### src/hw/rtl/srde_pkg.sv
// ----------------------------------------------------------------------------
// srde_pkg
// Shared types, constants and the alphabet lookup of the radix digit emitter.
// ----------------------------------------------------------------------------
package srde_pkg;

    localparam int MAX_SYMBOLS = 16;

    localparam logic [7:0] SIGN_MINUS = 8'h2D;
    localparam logic [7:0] SIGN_PLUS  = 8'h2B;

    // Configuration register indexes.
    localparam logic [1:0] REG_SYMBOL_COUNT = 2'd0;
    localparam logic [1:0] REG_SYMBOLS_LOW  = 2'd1;
    localparam logic [1:0] REG_SYMBOLS_HIGH = 2'd2;

    // Values after reset: radix ten with the symbols "0123456789".
    localparam logic [4:0]  RST_SYMBOL_COUNT = 5'd10;
    localparam logic [63:0] RST_SYMBOLS_LOW  = 64'h3736353433323130;
    localparam logic [63:0] RST_SYMBOLS_HIGH = 64'h0000000000003938;

    typedef enum logic [2:0] {
        ST_IDLE,
        ST_CHECK,
        ST_ERR,
        ST_SIGN,
        ST_DIV_START,
        ST_DIV_WAIT,
        ST_EMIT
    } state_t;

    // Status word from the alphabet checker.
    typedef struct packed {
        logic done;
        logic ok;
    } chk_status_t;

    // Symbol for digit d: bytes 0 to 7 of the low word, then of the high word.
    function automatic logic [7:0] alpha_symbol(input logic [63:0] sym_low,
                                                input logic [63:0] sym_high,
                                                input logic [3:0]  d);
        logic [63:0] word;
        word = d[3] ? sym_high : sym_low;
        return word[{d[2:0], 3'b000} +: 8];
    endfunction

endpackage

### src/hw/rtl/srde_divider.sv
// ----------------------------------------------------------------------------
// srde_divider
// Restoring divider, one quotient bit per cycle.
// ----------------------------------------------------------------------------
module srde_divider
(
    input  logic        clk,
    input  logic        rst_n,
    input  logic        start,
    input  logic [31:0] dividend,
    input  logic [4:0]  divisor,
    output logic        done,
    output logic [31:0] quotient,
    output logic [4:0]  remainder
);
    import srde_pkg::*;

    logic [31:0] quot_reg;
    logic [4:0]  rem_reg;
    logic [4:0]  div_reg;
    logic [4:0]  cnt_reg;
    logic        busy_reg;
    logic        done_reg;

    logic [5:0]  trial;
    logic        fits;
    logic [5:0]  diff;
    logic [4:0]  rem_next;

    // For a nonzero divisor the remainder stays below the divisor, so five bits hold it.
    assign trial    = {rem_reg, quot_reg[31]};
    assign fits     = (trial >= {1'b0, div_reg});
    assign diff     = trial - {1'b0, div_reg};
    assign rem_next = fits ? diff[4:0] : trial[4:0];

    always_ff @(posedge clk or negedge rst_n)
    begin
        if (!rst_n)
        begin
            busy_reg <= 1'b0;
            done_reg <= 1'b0;
            cnt_reg  <= '0;
        end
        else
        begin
            done_reg <= 1'b0;
            if (start)
            begin
                busy_reg <= 1'b1;
                cnt_reg  <= '0;
            end
            else if (busy_reg)
            begin
                cnt_reg <= cnt_reg + 5'd1;
                if (cnt_reg == 5'd31)
                begin
                    busy_reg <= 1'b0;
                    done_reg <= 1'b1;
                end
            end
        end
    end

    always_ff @(posedge clk)
    begin
        if (start)
        begin
            quot_reg <= dividend;
            rem_reg  <= '0;
            div_reg  <= divisor;
        end
        else if (busy_reg)
        begin
            quot_reg <= {quot_reg[30:0], fits};
            rem_reg  <= rem_next;
        end
    end

    assign done      = done_reg;
    assign quotient  = quot_reg;
    assign remainder = rem_reg;

endmodule

### src/hw/rtl/srde_alpha_check.sv
// ----------------------------------------------------------------------------
// srde_alpha_check
// Checks the symbol count, then scans the alphabet one symbol per cycle for sign characters and repeats.
// ----------------------------------------------------------------------------
module srde_alpha_check
(
    input  logic                clk,
    input  logic                rst_n,
    input  logic                start,
    input  logic [4:0]          count,
    input  logic [63:0]         sym_low,
    input  logic [63:0]         sym_high,
    output srde_pkg::chk_status_t status
);
    import srde_pkg::*;

    logic [3:0] idx_reg;
    logic       busy_reg;
    logic       done_reg;
    logic       bad_reg;

    logic       count_bad;
    logic [7:0] sym_i;
    logic       sym_bad;

    assign count_bad = (count < 5'd2) || (count > 5'(MAX_SYMBOLS));
    assign sym_i     = alpha_symbol(sym_low, sym_high, idx_reg);

    // Symbol idx_reg, if in use, against the sign characters and every later symbol that is in use.
    always_comb
    begin
        sym_bad = 1'b0;
        if ({1'b0, idx_reg} < count)
        begin
            if ((sym_i == SIGN_PLUS) || (sym_i == SIGN_MINUS))
                sym_bad = 1'b1;
            for (int j = 0; j < 16; j++)
            begin
                if ((4'(j) > idx_reg) && (5'(j) < count)
                    && (alpha_symbol(sym_low, sym_high, 4'(j)) == sym_i))
                    sym_bad = 1'b1;
            end
        end
    end

    always_ff @(posedge clk or negedge rst_n)
    begin
        if (!rst_n)
        begin
            idx_reg  <= '0;
            busy_reg <= 1'b0;
            done_reg <= 1'b0;
            bad_reg  <= 1'b0;
        end
        else
        begin
            done_reg <= 1'b0;
            if (start)
            begin
                idx_reg  <= '0;
                busy_reg <= 1'b1;
                bad_reg  <= count_bad;
            end
            else if (busy_reg)
            begin
                bad_reg <= bad_reg | sym_bad;
                idx_reg <= idx_reg + 4'd1;
                if (idx_reg == 4'd15)
                begin
                    busy_reg <= 1'b0;
                    done_reg <= 1'b1;
                end
            end
        end
    end

    assign status.done = done_reg;
    assign status.ok   = !bad_reg;

endmodule

### src/hw/rtl/signed_radix_digit_emitter_top.sv
// ----------------------------------------------------------------------------
// signed_radix_digit_emitter_top
// Converts a signed 32-bit word into symbols of a configured radix.
// ----------------------------------------------------------------------------
// The input channel takes one word, value, when in_valid is high and in_stall
// is low. The output channel gives one symbol per word, most significant
// digit first, with a leading '-' for negative values; last marks the final
// word of a conversion. An invalid alphabet gives one word with bad_alphabet
// and last set and symbol zero.
// One input goes through the alphabet scan, the '-' word for a negative
// value, one division per digit on the single divider, and then one word
// per cycle for the digits while the receiver does not stall. in_stall stays
// high from acceptance until the final word is loaded into the output
// register; the next word can be accepted while that final word waits.
// While the receiver stalls a valid word, the output register keeps it and
// no new word is loaded. Reset clears the sequencer and the output valid and
// loads the registers with radix ten and the symbols "0123456789".
// Configuration writes via wr_en, wr_index, wr_data take effect at once and
// must only be made while the block is idle with no conversion in flight.
// ----------------------------------------------------------------------------
module signed_radix_digit_emitter_top
(
    input  logic        clk,
    input  logic        rst_n,
    input  logic        wr_en,
    input  logic [1:0]  wr_index,
    input  logic [63:0] wr_data,
    input  logic        in_valid,
    output logic        in_stall,
    input  logic [31:0] value,
    output logic        out_valid,
    input  logic        out_stall,
    output logic [7:0]  symbol,
    output logic        last,
    output logic        bad_alphabet
);
    import srde_pkg::*;

    // Configuration registers.
    logic [4:0]  symbol_count_reg;
    logic [63:0] symbols_low_reg;
    logic [63:0] symbols_high_reg;

    state_t      state_reg;
    state_t      state_next;

    logic        neg_reg;
    logic [31:0] mag_reg;
    logic [4:0]  nd_reg;
    logic [4:0]  idx_reg;
    logic [3:0]  digit_mem [32];

    logic        out_valid_reg;
    logic [7:0]  symbol_reg;
    logic        last_reg;
    logic        bad_reg;

    chk_status_t chk;
    logic        div_done;
    logic [31:0] div_quot;
    logic [4:0]  div_rem;

    // Sequencer outputs.
    logic        accept;
    logic        chk_start;
    logic        div_start;
    logic        digit_wr;
    logic        div_finish;
    logic        out_load;
    logic [7:0]  out_sym;
    logic        out_last;
    logic        out_bad;

    logic        out_free;

    assign out_free   = !out_valid_reg || !out_stall;
    assign div_finish = (div_quot == 32'd0) || (nd_reg == 5'd31);

    srde_alpha_check u_check
    (
        .clk      (clk),
        .rst_n    (rst_n),
        .start    (chk_start),
        .count    (symbol_count_reg),
        .sym_low  (symbols_low_reg),
        .sym_high (symbols_high_reg),
        .status   (chk)
    );

    srde_divider u_div
    (
        .clk       (clk),
        .rst_n     (rst_n),
        .start     (div_start),
        .dividend  (mag_reg),
        .divisor   (symbol_count_reg),
        .done      (div_done),
        .quotient  (div_quot),
        .remainder (div_rem)
    );

    // Next state.
    always_comb
    begin
        state_next = state_reg;
        unique case (state_reg)
            ST_IDLE:
                if (in_valid)
                    state_next = ST_CHECK;
            ST_CHECK:
                if (chk.done)
                begin
                    if (!chk.ok)
                        state_next = ST_ERR;
                    else if (neg_reg)
                        state_next = ST_SIGN;
                    else
                        state_next = ST_DIV_START;
                end
            ST_ERR:
                if (out_free)
                    state_next = ST_IDLE;
            ST_SIGN:
                if (out_free)
                    state_next = ST_DIV_START;
            ST_DIV_START:
                state_next = ST_DIV_WAIT;
            ST_DIV_WAIT:
                if (div_done)
                    state_next = div_finish ? ST_EMIT : ST_DIV_START;
            ST_EMIT:
                if (out_free && (idx_reg == 5'd0))
                    state_next = ST_IDLE;
            default:
                state_next = ST_IDLE;
        endcase
    end

    // Sequencer outputs.
    always_comb
    begin
        accept    = 1'b0;
        chk_start = 1'b0;
        div_start = 1'b0;
        digit_wr  = 1'b0;
        out_load  = 1'b0;
        out_sym   = 8'd0;
        out_last  = 1'b0;
        out_bad   = 1'b0;
        in_stall  = 1'b1;
        unique case (state_reg)
            ST_IDLE:
            begin
                in_stall  = 1'b0;
                accept    = in_valid;
                chk_start = in_valid;
            end
            ST_CHECK:
            begin
            end
            ST_ERR:
            begin
                out_load = out_free;
                out_last = 1'b1;
                out_bad  = 1'b1;
            end
            ST_SIGN:
            begin
                out_load = out_free;
                out_sym  = SIGN_MINUS;
            end
            ST_DIV_START:
                div_start = 1'b1;
            ST_DIV_WAIT:
                digit_wr = div_done;
            ST_EMIT:
            begin
                out_load = out_free;
                out_sym  = alpha_symbol(symbols_low_reg, symbols_high_reg,
                                        digit_mem[idx_reg]);
                out_last = (idx_reg == 5'd0);
            end
            default:
            begin
            end
        endcase
    end

    // Control state.
    always_ff @(posedge clk or negedge rst_n)
    begin
        if (!rst_n)
        begin
            state_reg        <= ST_IDLE;
            out_valid_reg    <= 1'b0;
            symbol_count_reg <= RST_SYMBOL_COUNT;
            symbols_low_reg  <= RST_SYMBOLS_LOW;
            symbols_high_reg <= RST_SYMBOLS_HIGH;
        end
        else
        begin
            state_reg <= state_next;
            if (out_load)
                out_valid_reg <= 1'b1;
            else if (!out_stall)
                out_valid_reg <= 1'b0;
            if (wr_en)
            begin
                unique case (wr_index)
                    REG_SYMBOL_COUNT: symbol_count_reg <= wr_data[4:0];
                    REG_SYMBOLS_LOW:  symbols_low_reg  <= wr_data;
                    REG_SYMBOLS_HIGH: symbols_high_reg <= wr_data;
                    default:
                    begin
                    end
                endcase
            end
        end
    end

    // Datapath.
    always_ff @(posedge clk)
    begin
        if (accept)
        begin
            neg_reg <= value[31];
            mag_reg <= value[31] ? (32'd0 - value) : value;
            nd_reg  <= '0;
        end
        if (digit_wr)
        begin
            digit_mem[nd_reg] <= div_rem[3:0];
            mag_reg           <= div_quot;
            if (div_finish)
                idx_reg <= nd_reg;
            else
                nd_reg <= nd_reg + 5'd1;
        end
        if (out_load)
        begin
            symbol_reg <= out_sym;
            last_reg   <= out_last;
            bad_reg    <= out_bad;
            if ((state_reg == ST_EMIT) && (idx_reg != 5'd0))
                idx_reg <= idx_reg - 5'd1;
        end
    end

    assign out_valid    = out_valid_reg;
    assign symbol       = symbol_reg;
    assign last         = last_reg;
    assign bad_alphabet = bad_reg;

endmodule

### config.mk
export PLATFORM = sky130hd
export DESIGN_NAME = signed_radix_digit_emitter_top
export DESIGN_NICKNAME = d
export VERILOG_FILES = /design/src/hw/rtl/srde_pkg.sv /design/src/hw/rtl/srde_divider.sv /design/src/hw/rtl/srde_alpha_check.sv /design/src/hw/rtl/signed_radix_digit_emitter_top.sv
export SDC_FILE = /design/constraint.sdc
export NUM_CORES = 1
export LEC_CHECK = 0
export BUFFER_PORTS_ARGS = -buffer_cell sky130_fd_sc_hd__buf_2
export CORE_ASPECT_RATIO = 1.4
export CORE_MARGIN = 8
export CORE_UTILIZATION = 56
export CTS_CLUSTER_SIZE = 40
export DETAILED_ROUTE_END_ITERATION = 7
export HOLD_SLACK_MARGIN = 0.1
export PLACE_DENSITY = 0.81
export RECOVER_POWER = 25
export REMOVE_ABC_BUFFERS = 1
export SLEW_MARGIN = 10
export SYNTH_ARGS = -nofsm -noshare
export SYNTH_HDL_FRONTEND = slang
export SYNTH_SLANG_ARGS = --single-unit
### constraint.sdc
create_clock -name clk -period 3.3 [get_ports clk]
set_input_delay 0.66 -clock clk [delete_from_list [all_inputs] [get_ports clk]]
set_output_delay 0.66 -clock clk [all_outputs]
set_load 0.01 [all_outputs]
== Word-level counts from Yosys, hierarchy flattened ==
Memories as Yosys holds them, arrays and structs flattened. A register that Yosys moved wholly into a read port is not among the register bits.
Cells that the tools add are included.

* Add/subtract/negate cells: 6
* $lt $le $gt $ge: 36
* Equality and inequality tests: 36
* Shift operators: 2
* Multiplexer cells: 73
* Bitwise gates (word level): 1
* Reduce and logical (&&, ||, !) cells: 53

{| class="wikitable"
|+ Operator list
! operator !! count
|-
| two-way mux 32 bit || 5
|-
| equality test 8 bit || 16
|-
| two-way mux 64 bit || 2
|-
| variable part select 64 x 7 -> 8 bit || 2
|-
| two-way mux 5 bit || 10
|-
| two-way mux 1 bit || 42
|-
| < comparator 4 x 5 -> 1 bit (first input constant) || 8
|-
| logical AND 1 bit || 34
|-
| > comparator 4 bit (first input constant) || 8
|-
| zero test 32 bit || 1
|-
| subtractor 1 x 32 -> 32 bit (first input constant) || 1
|-
| two-way mux 3 bit || 8
|-
| case mux 3 bit (7 select lines) || 1
|-
| < comparator 3 x 5 -> 1 bit (first input constant) || 4
|-
| equality test 8 x 6 -> 1 bit (second input constant) || 2
|-
| > comparator 3 x 4 -> 1 bit (first input constant) || 4
|-
| case mux 8 bit (2 select lines) || 1
|-
| adder 5 x 1 -> 5 bit (second input constant) || 2
|-
| equality test 5 bit (second input constant) || 2
|-
| < comparator 1 x 5 -> 1 bit (first input constant) || 2
|-
| < comparator 2 x 5 -> 1 bit (first input constant) || 2
|-
| equality test 3 bit (second input constant) || 3
|-
| > comparator 1 x 4 -> 1 bit (first input constant) || 2
|-
| > comparator 2 x 4 -> 1 bit (first input constant) || 2
|-
| other kinds (28) || 43
|}

* Bits in registers: 246
* Bits in writable memories: 128
* Bits of input ports: 103
* Logic and storage cells: 230
* Memories: 1

{| class="wikitable"
|+ Memory list
! memory !! depth !! width !! read ports !! clocked after Yosys merged registers in !! write ports !! line !! source
|-
| digit_mem || 32 || 4 || 1 || 1 || 1 || signed_radix_digit_emitter_top.sv:51 || <nowiki>logic [3:0] digit_mem [32];</nowiki>
|}

== Depth between registers and ports, before layout ==
Gate-level depths: netlist (run 1).

* Depth after elaboration: 25
* Gate-level depth with buffers: 14
* Depth with buffers taken out: 12

== Cells and area by module ==
Synthesis (run 1) repeated with hierarchy kept, for this count alone.

* Cells, all modules: 1764
* Area total of the unflattened synthesis: 21531.9 sq um

{| class="wikitable"
|+ By module, submodules not included
! module !! instances !! cells each !! area each (sq um) !! seq. area each (sq um)
|-
| signed_radix_digit_emitter_top || 1 || 1019 || 14458.9 || 8809.7
|-
| srde_alpha_check || 1 || 588 || 4788.3 || 175.2
|-
| srde_divider || 1 || 157 || 2284.7 || 1386.3
|}

== Least setup slack after synthesis (run 1) ==
No wires, ideal clock.

* Kind: in2reg
* From: in value[12]
* To: reg mag_reg[29] (data pin)
* Data arrival time: 3.313 ns
* Required time: 3.036 ns
* Slack: -0.277 ns
* Cell stages on the path: 8
* Path buffers: 0
* Cells stage by stage: or4_4 > or3_4 > or4_1 > or4_4 > or4_4 > o41ai_2 > xor2_1 > o21ai_1

* Word-level cells in the longest chain between the ends: 4

{| class="wikitable"
|+ RTL lines
! element !! line !! source
|-
| start: declaration || signed_radix_digit_emitter_top.sv:30 || <nowiki>input logic [31:0] value,</nowiki>
|-
| subtractor 1 x 32 -> 32 bit || signed_radix_digit_emitter_top.sv:227 || <nowiki>mag_reg <= value[31] ? (32'd0 - value) : value;</nowiki>
|-
| two-way mux 32 bit || signed_radix_digit_emitter_top.sv:227 ||
|-
| two-way mux 32 bit || signed_radix_digit_emitter_top.sv:224 || <nowiki>if (accept)</nowiki>
|-
| two-way mux 32 bit || signed_radix_digit_emitter_top.sv:230 || <nowiki>if (digit_wr)</nowiki>
|-
| end signal: assignment || signed_radix_digit_emitter_top.sv:227 ||
|-
| end signal: assignment || signed_radix_digit_emitter_top.sv:233 || <nowiki>mag_reg <= div_quot;</nowiki>
|-
| end: declaration || signed_radix_digit_emitter_top.sv:48 || <nowiki>logic [31:0] mag_reg;</nowiki>
|}

No other way between the ends. The select of a mux whose other input is x is not followed.
A chain may end at the register's enable or synchronous reset.

== Final worst setup path (run 1) ==
Ends and elaborated chain as after synthesis.

==> results of run 1 <==
[critical path, stage by stage]
cell and delay (ns):
buf_2 0.11, or4_4 0.53, or3_4 0.42, or4_1 0.42
or4_4 0.44, or4_4 0.46, o41ai_4 0.23, xor2_1 0.17
o21ai_1 0.07
[stage by stage]
step / utilization (%) / hold slack [ns] / power (µW) / area, µm² / setup WS [ns]
2_1_floorplan: - / 0.364 / 14300 / 20000 / -3.79
3_3_place_gp: 62.4 / 0.489 / 19400 / 22400 / -0.439
3_5_place_dp: 62.4 / 0.494 / 19700 / 22400 / -0.561
4_1_cts: 66.2 / 0.329 / 24400 / 23800 / 0.0259
5_1_grt: 66.9 / 0.331 / 26200 / 24000 / -0.000595
6_report: 66.9 / 0.344 / 25200 / 24000 / 0.0572
[how the worst max path moves through the flow]
stage                             startpoint               to  slack, ns
after detailed placement            value[8]      mag_reg[29]      -0.56
after floorplan                   idx_reg[0]        symbol[0]      -3.79
after CTS                         idx_reg[0]        symbol[7]       0.03
after global placement             value[12]      mag_reg[29]      -0.44
after global routing      u_check.idx_reg[3]  u_check.bad_reg    -0.0006
final                              value[12]      mag_reg[29]       0.06
[power by group through the flow]
stage | Clock (µW) | Combinational [µW] | Sequential (µW)
global placement | 0 | 12200 | 7190
global route | 4800 | 14100 | 7310
detailed placement | 0 | 12500 | 7240
finish | 4560 | 13400 | 7230
CTS | 4630 | 12600 | 7160
floorplan | 0 | 6900 | 7370
[final cells by class]
cell class                 count  area [µm²]
antenna                        1        2.50
clock inverter                17         267
fill                        2549       11900
sequential                   374       10400
multi-input combinational   1176        9670
inverter                      29         109
tap                          462         578
timing repair buffer         271        1940
clock buffer                  51        1060
[Yosys cell counts (all sizes together), types with 6 or more instances]
cell / count
edfxtp: 208
nand2: 206
mux2: 147
dfrtp: 114
xor2: 108
mux2i: 93
nor2: 83
o21ai: 80
xnor2: 73
mux4: 68
clkbuf: 62
a21oi: 37
dfstp: 37
buf: 36
nand3: 31
inv: 27
nor4: 26
nor3: 21
ha: 20
dfxtp: 15
o31ai: 14
nand3b: 12
a22oi: 11
nand4: 10
or4: 10
a211oi: 9
nand2b: 8
nor2b: 8
a2111oi: 7
a22o: 7
a31oi: 7
o22ai: 7
a221oi: 6
o211ai: 6
o41ai: 6
[per-layer routing]
metal / GRT usage, % / routed length [µm] / up-vias
met3: 5.32 / 4080 / 208
met5: 0 / 15 / -
li1: - / - / 6627
met1: 29.7 / 20500 / 7407
met4: 16.2 / 3940 / 2
met2: 46.7 / 30200 / 727
[cells by family (layout without fill, tap and decap cells)]
family	after synthesis	in the layout	synth area share, %
buf+inv	127	368	2.59
mux	308	308	20.4
compound gates	223	223	7.03
other cells	0	1	0
fa+ha+maj	21	21	1.32
simple gates	443	443	10.1
flops	374	374	50.8
xor+xnor	181	181	7.77
[repair_timing]
action | 4_1_cts | 5_1_grt
cloned | 0 | 3
hold buffers | 1 | 0
buffers inserted | 1 | 8
endpoints found under the setup margin | 5 | 11
resized for setup | 4 | 25
hold endpoints to repair | 32 | 0
==> results.md, run 1 <==
- Status: finished with violations
- Failing checks: capacitance limit, slew limit
- Yosys reg bits: 374
- Syn Area/Cell: 12.2 µm²
- Clock Skew: 0.0224 ns
- Sequential share of the synthesized area: 50.8%
- CTS tree: done
- Worst hold-check path type: in2reg
- Final period utilization: 98.3%
- CTS sink count: 374
- Synth top area cells: edfxtp_1, dfrtp_1, mux2_2
- Crit start category: primary input
- R2R Path End: u_check.bad_reg
- Largest net degree at the start of global routing: 85
- VDD IR max: 850 µV
- Commonest non-fill, non-tap cell in the layout: edfxtp_1
- First-pass GRT wire length: 88,700 µm
- Post-synth ARST share: 40.4%
- Drt drc: 0
- Fin. Hold Viols: 0
- Relative slew margins: -39.5%
- Clk root buf: clkbuf_16
- DR WL/cell: 24.7 µm
- EDFF count, synth: 208
- Final setup TNS: 0 ns
- Final Non-Filler Cells: 2,381
- Slew @ Worst Pin: 2.09 ns
- All-layer global routing usage: 26.8%
- Critical path type: in2reg
- HPWL after DPL: 42,000 µm
- Max-cap check violation count: 3
- Worst Path Required: 3.58 ns
- P_sw: 10,300 µW
- Worst-path clk slew: 0.06 ns
- Port bufs: 114
- Clock share of power: 18.1%
- Seq pwr share: 28.7%
- Crit end category: flip-flop
- ANT nets after route: 0
- Clock Latency Late Sink: 0.56 ns
- Clk buf depth: 3
- Die W: 177 µm
- DRT Pass-1 Iters: 7
- Leak: 0.00941 µW
- Initial drt markers: 1,246
- FF-to-FF setup slack: 0.07 ns
- # IOs: 115
- Overflow after GRT: 0
- Hold path cells: 2
- Placed insts: 2,299
- Final min period: 3.24 ns
- Yosys top cell area share: 30.6%
- Layout Nets: 2,013
- Core box area: 35,900 µm²
- Final setup fails: 0
- Final GP Congestion: 1.03
- Die span in y: 242 µm
- Routed wire length: 58,800 µm
- P per Cell Area: 1050 nW/µm²
- P&R area growth vs syn: 17.7%
- Crit Path Max Fanout: 3
- Vias: 14,971
- Vias per cell: 6.29
- Arr. time, crit path: 3.52 ns
- Reg2Reg Depth: 12
- CTS Buf Count: 37
- Post-Syn Area: 20,400 µm²
- Yosys cell types: 77
- Most frequent cells in the layout: edfxtp_1, nand2_1, mux2_2
- Synth area leader: edfxtp_1
- Yosys Warn Count: 0
- Number of global-route vias before repair: 15,429
- Predominant post-synthesis flop cell: edfxtp_1
- Hold Startpoint: wr_data[56]
- Internal power: 14,900 µW
- Worst r2r src: u_check.idx_reg[3]
- Max reg flops: 128
- Initial Util: 56.8%
- Initial antenna violation count: 1
- Share of layout cells above drive strength 1: 32.3%
- Fmax: 0.308 GHz
- CTS H-Tree Depth: 2
- Combinational fraction of design power: 53.2%
- Slew Limit Fails: 145
- Row cnt: 82
- Worst hold path endpoint: symbols_high_reg[56]
- Cells after Synth: 1,677
- DIE AREA: 42,900 µm²
- Sw Share: 40.9%
No activity file was read; power rests on OpenSTA's default activity.
==> inputs of run 2 (changes only) <==
==> constraint.sdc (replaced) <==
create_clock -name clk -period 2.66 [get_ports clk]
set_input_delay 0.266 -clock clk [delete_from_list [all_inputs] [get_ports clk]]
set_output_delay 0.266 -clock clk [all_outputs]
set_load 0.01 [all_outputs]
==> run 2 against run 1 <==
  * The run ends with capacitance limit, slew limit, setup timing left
  * Routed wire length is 17% higher
  * Clock-buffer cell count is 2 higher
  * Non-clock buffer count is 313 higher
==> results.md, run 2 (same netlist as run 1, synthesis figures left out) <==
- Status: finished with violations
- Failing checks: capacitance limit, slew limit, setup timing
- P per Cell Area: 1330 nW/µm²
- Met1 Use GR: 33.7%
- Leak: 0.0110 µW
- Met2 global-route usage: 55.4%
- Number of global-route vias before repair: 17,832
- Seq pwr share: 23.6%
- Internal power: 21,400 µW
- # IOs: 115
- Commonest non-fill, non-tap cell in the layout: buf_4
- Worst-path clk slew: 0.06 ns
- ANT nets after route: 0
- CTS H-Tree Depth: 2
- Crit end category: flip-flop
- Clk root buf: clkbuf_16
- Row cnt: 82
- Arr. time, crit path: 3.65 ns
- CTS tree: done
- Initial antenna violation count: 1
- Hold Startpoint: value[29]
- Final Non-Filler Cells: 2,695
- Port bufs: 114
- First-pass GRT wire length: 103,000 µm
- Crit start category: flip-flop
- P_sw: 14,600 µW
- Slew Limit Fails: 205
- DR WL/cell: 25.4 µm
- Die W: 177 µm
- Final setup fails: 11
- Overflow after GRT: 0
- Routed wire length: 68,500 µm
- Critical path type: reg2reg
- Sw Share: 40.6%
- Core box area: 35,900 µm²
- Initial Util: 56.8%
- Clock Skew: 0.0285 ns
- Initial drt markers: 1,474
- PnR worst setup slack: -0.560 ns
- Vias: 16,619
- Worst r2r src: u_check.idx_reg[3]
- Share of layout cells above drive strength 1: 39.8%
- Reg2Reg Depth: 11
- R2R Path End: u_check.bad_reg
- Clock share of power: 15.4%
- Worst Hold Slack: 0.127 ns
- GR Util met3: 5.80%
- Drt drc: 0
- All-layer global routing usage: 31.5%
- Vias per cell: 6.17
- Worst hold-check path type: in2reg
- Slew @ Worst Pin: 2.43 ns
- Layout Nets: 2,326
- Final GP Congestion: 1.01
- Top Usage Layer GRT: met2
- Final min period: 3.22 ns
- Fin. Hold Viols: 0
- Hold path cells: 3
- FF-to-FF setup slack: -0.56 ns
- P&R area growth vs syn: 32.4%
- Final period utilization: 121%
- Most frequent cells in the layout: buf_4, edfxtp_1, nand2_1
- Max-cap check violation count: 5
- Max reg flops: 128
- Worst Path Required: 3.09 ns
- HPWL after DPL: 46,700 µm
- Combinational fraction of design power: 61.0%
- Die span in y: 242 µm
- Relative slew margins: -61.8%
- Filler cells: 2,215
- Fmax: 0.311 GHz
- Worst hold path endpoint: mag_reg[29]
- Largest net degree at the start of global routing: 80
- VDD IR max: 909 µV
- Crit Path Max Fanout: 5
- Unrepaired setup endpoints after global routing: yes
- DRT Pass-1 Iters: 6
- Placed insts: 2,521
- CTS Buf Count: 37
- Clock Latency Late Sink: 0.56 ns
- DIE AREA: 42,900 µm²
- CTS sink count: 374
- Clk buf depth: 3
[run 2: cell count changes in the layout (fill, tap and decap cells not counted), moves of 8 or more]
cell	before	now
buf_4	133	341
dlygate4sd3_1	1	66
buf_12	12	21
o21ai_0	77	67
buf_6	2	20
mux2i_4	5	13
[run 2: power by group through the flow]
| stage | combinational (µW) | clock, µW | sequential [µW] |
|---|---|---|---|
| final | 22000 | 5550 | 8520 |
| after global routing | 23000 | 5770 | 8600 |
| after CTS | 20200 | 5570 | 8460 |
| after detailed placement | 18500 | 0 | 8530 |
| after global placement | 18100 | 0 | 8470 |
| after floorplan | 8370 | 0 | 9140 |
[run 2: worst max path at each step]
| stage | start | endpoint | slack (ns) |
|---|---|---|---|
| 6_report | u_check.idx_reg[3] | u_check.bad_reg | -0.56 |
| 3_5_place_dp | value[8] | mag_reg[29] | -0.77 |
| 3_3_place_gp | value[12] | mag_reg[29] | -0.69 |
| 4_1_cts | idx_reg[0] | symbol[2] | -0.44 |
| 5_1_grt | u_check.idx_reg[3] | u_check.bad_reg | -0.70 |
| 2_1_floorplan | idx_reg[0] | symbol[0] | -4.43 |
[run 2: layout make-up]
| class | count | area [µm²] | area share [%] |
|---|---|---|---|
| tap | 462 | 578 | 2.14 |
| antenna | 2 | 5.00 | 0.0185 |
| inverter | 29 | 113 | 0.417 |
| timing repair buffer | 584 | 4720 | 17.5 |
| clock buffer | 53 | 1100 | 4.06 |
| clock inverter | 15 | 186 | 0.690 |
| sequential | 374 | 10400 | 38.4 |
| multi-input combinational | 1176 | 9950 | 36.8 |
[run 2: routing by layer]
metal	vias up	share of wire (%)
met3	311	7.3
met1	8164	34
met4	2	8.1
met2	879	51
li1	7263	-
met5	-	0.019
[run 2: what timing repair did]
| action | in CTS | in global routing |
|---|---|---|
| setup endpoints to repair | 11 | 12 |
| hold buffers | 66 | 0 |
| endpoints found under the hold margin | 205 | 0 |
| buffers inserted | 11 | 23 |
| pin swaps | 19 | 21 |
| resized for setup | 78 | 54 |
| gates cloned | 4 | 2 |
[run 2: worst max-delay path, stage by stage, from the launching register on]
cell and delay (ns):
dfrtp_2 0.43, buf_12 0.16, buf_12 0.11, mux4_2 0.48, mux2i_1 0.30, mux2i_2 0.18
buf_4 0.19, xor2_1 0.57, or4_4 0.27, o32ai_2 0.07, nor4_2 0.23, a221oi_2 0.10
[run 2: metrics by stage]
step	area [µm²]	utilization (%)	total power (µW)	worst slack, ns	setup TNS (ns)
3_5_place_dp	24100	67.2	27000	-0.766	-8.22
3_3_place_gp	24100	67.2	26600	-0.688	-7.23
6_report	27000	75.3	36100	-0.560	-4.46
2_1_floorplan	20000	-	17500	-4.43	-58.37
4_1_cts	26600	74.0	34200	-0.442	-3.98
5_1_grt	27000	75.2	37300	-0.696	-25.26
==> inputs of run 3 (changes only) <==
- CORE_UTILIZATION: 56 -> 57
- PLACE_DENSITY: 0.81 -> 0.83
- clock period: 2.66 -> 4 ns (I/O delays scaled with it)
==> run 3 against run 2 <==
  * The flow finishes with violations (capacitance limit, slew limit)
  * Clock power down 37%
  * Fmax down 5.9%
  * Final cell count down 14%
  * Die area down 1.6%
  * Sequential power down 30%
  * Sequential share of layout area up 6.5 points
  * Utilization down 10 points
==> results.md, run 3 (same netlist as run 1, synthesis figures left out) <==
- CTS Buf Count: 36
- Final setup fails: 0
- Critical path type: reg2reg
- Slew @ Worst Pin: 1.80 ns
- P&R area growth vs syn: 13.2%
- CTS sink count: 374
- Top Usage Layer GRT: met2
- Row cnt: 82
- Arr. time, crit path: 3.71 ns
- DRT Pass-1 Iters: 6
- GR Util met3: 4.23%
- DR WL/cell: 25.2 µm
- Most frequent cells in the layout: edfxtp_1, nand2_1, mux2_2
- Sw Share: 41.9%
- Worst hold-check path type: in2reg
- Status: finished with violations
- Unrepaired setup endpoints after global routing: no
- Crit Path Max Fanout: 17
- Fin. Hold Viols: 0
- Leak: 0.00891 µW
- Relative slew margins: -20.1%
- Initial Util: 57.3%
- Crit end category: flip-flop
- Fmax: 0.292 GHz
- Clk buf depth: 3
- N_diodes: 0
- Met1 Use GR: 31.4%
- PnR worst setup slack: 0.577 ns
- VDD IR max: 586 µV
- Port bufs: 114
- # IOs: 115
- Layout Nets: 1,940
- Met2 global-route usage: 49.6%
- Worst Hold Slack: 0.114 ns
- R2R Path End: symbol[7]
- Failing checks: capacitance limit, slew limit
- Critical path origin: idx_reg[0]
- Clock share of power: 17.8%
- CTS tree: done
- P per Cell Area: 841 nW/µm²
- FF-to-FF setup slack: 0.58 ns
- DIE AREA: 42,200 µm²
- Drt drc: 0
- First-pass GRT wire length: 89,800 µm
- Reg2Reg Depth: 9
- Vias: 14,610
- Initial drt markers: 1,361
- Largest net degree at the start of global routing: 87
- Clock Skew: 0.0172 ns
- HPWL after DPL: 41,800 µm
- Setup crit end: symbol[7]
- Routed wire length: 58,100 µm
- Total power: 19,400 µW
- Clk root buf: clkbuf_16
- Max reg flops: 128
- Worst r2r src: idx_reg[0]
- CTS H-Tree Depth: 2
- Final min period: 3.42 ns
- Final period utilization: 85.6%
- Worst Path Required: 4.29 ns
- Core box area: 35,600 µm²
- Final GP Congestion: 1.04
- Initial antenna violation count: 2
- Share of layout cells above drive strength 1: 27.7%
- CP cell instances: buf_4 -> mux4_2 -> mux4_2 -> mux2i_4 -> and2_1 -> buf_4 -> a22o_1 -> a221oi_1 -> a22o_1
- Crit-path slowest cell: mux4_2
- Slew Limit Fails: 136
- All-layer global routing usage: 27.8%
- Crit start category: flip-flop
- Seq pwr share: 30.8%
- ANT nets after route: 0
- Combinational fraction of design power: 51.4%
- P_sw: 8150 µW
- Vias per cell: 6.34
- Overflow after GRT: 0
- Internal power: 11,300 µW
- Number of global-route vias before repair: 15,128
- Clock Latency Late Sink: 0.54 ns
- Worst-path clk slew: 0.06 ns
- Die W: 176 µm
- Commonest non-fill, non-tap cell in the layout: edfxtp_1
- Max-cap check violation count: 3
- Setup WS pre-CTS: 0.311 ns
- Max stage delay on crit path: 0.56 ns
- Die span in y: 240 µm
==> run 3: cell types whose count changed in the layout (fill, tap and decap cells not counted), sizes merged <==
| cell | previous run | this run |
|---|---|---|
| clkbuf | 71 | 58 |
| diode | 2 | 0 |
| inv | 31 | 30 |
| dlygate4sd3 | 66 | 15 |
| buf | 500 | 178 |
| clkinv | 8 | 7 |
==> run 3: area by class of cell <==
type                            count  area [µm²]
Clock inverter                     13         161
Clock buffer                       52        1020
Inverter                           29         109
Tap cell                          462         578
Multi-Input combinational cell   1176        9550
Fill cell                        2589       12500
Timing Repair Buffer              199        1320
Sequential cell                   374       10400
==> run 3: power by group through the flow <==
stage	logic (µW)	registers (µW)	clock network, µW
after floorplan	5780	6080	0
after global placement	9580	5960	0
after detailed placement	9770	6010	0
after CTS	9870	5940	3500
after global routing	10600	6060	3630
final	9990	5980	3470
==> run 3: how the worst min path moves through the flow <==
stage	startpoint	endpoint	slack (ns)	cells after the start
6_report	wr_data[47]	symbols_high_reg[47]	0.11	2
3_3_place_gp	rst_n	symbols_low_reg[16]	0.43	1
4_1_cts	wr_data[15]	symbols_high_reg[15]	0.10	2
5_1_grt	wr_data[62]	symbols_high_reg[62]	0.11	2
2_1_floorplan	rst_n	out_valid	0.10	0
3_5_place_dp	rst_n	symbols_high_reg[24]	0.45	1
==> run 3: timing repair <==
item                                   in CTS  in global routing
resized for setup                           0                  0
hold buffers                               15                  0
endpoints found under the hold margin      61                  0
buffers inserted                            0                  0
==> run 3: worst max-delay path, delay by kind of cell (launching register included) <==
family	cells	cell delay [ns]
flops	1	0.33
buf+inv	2	0.52
mux	3	1.37
simple gates	1	0.49
compound gates	3	0.46
==> run 3: metal layers <==
layer,wire length [µm],up-vias
li1,-,6484
met3,3430,181
met2,30600,646
met4,3540,4
met5,23,-
met1,20500,7295
==> run 3: through the flow <==
stage / TNS (ns) / utilization (%) / instance area (µm²) / instances
2_1_floorplan: -25.17 / - / 20000 / 1579
3_3_place_gp: 0 / 61.2 / 21800 / 2225
3_5_place_dp: 0 / 61.2 / 21800 / 2225
4_1_cts: 0 / 65.0 / 23100 / 2305
5_1_grt: 0 / 64.9 / 23100 / 2305
6_report: 0 / 64.9 / 23100 / 2305
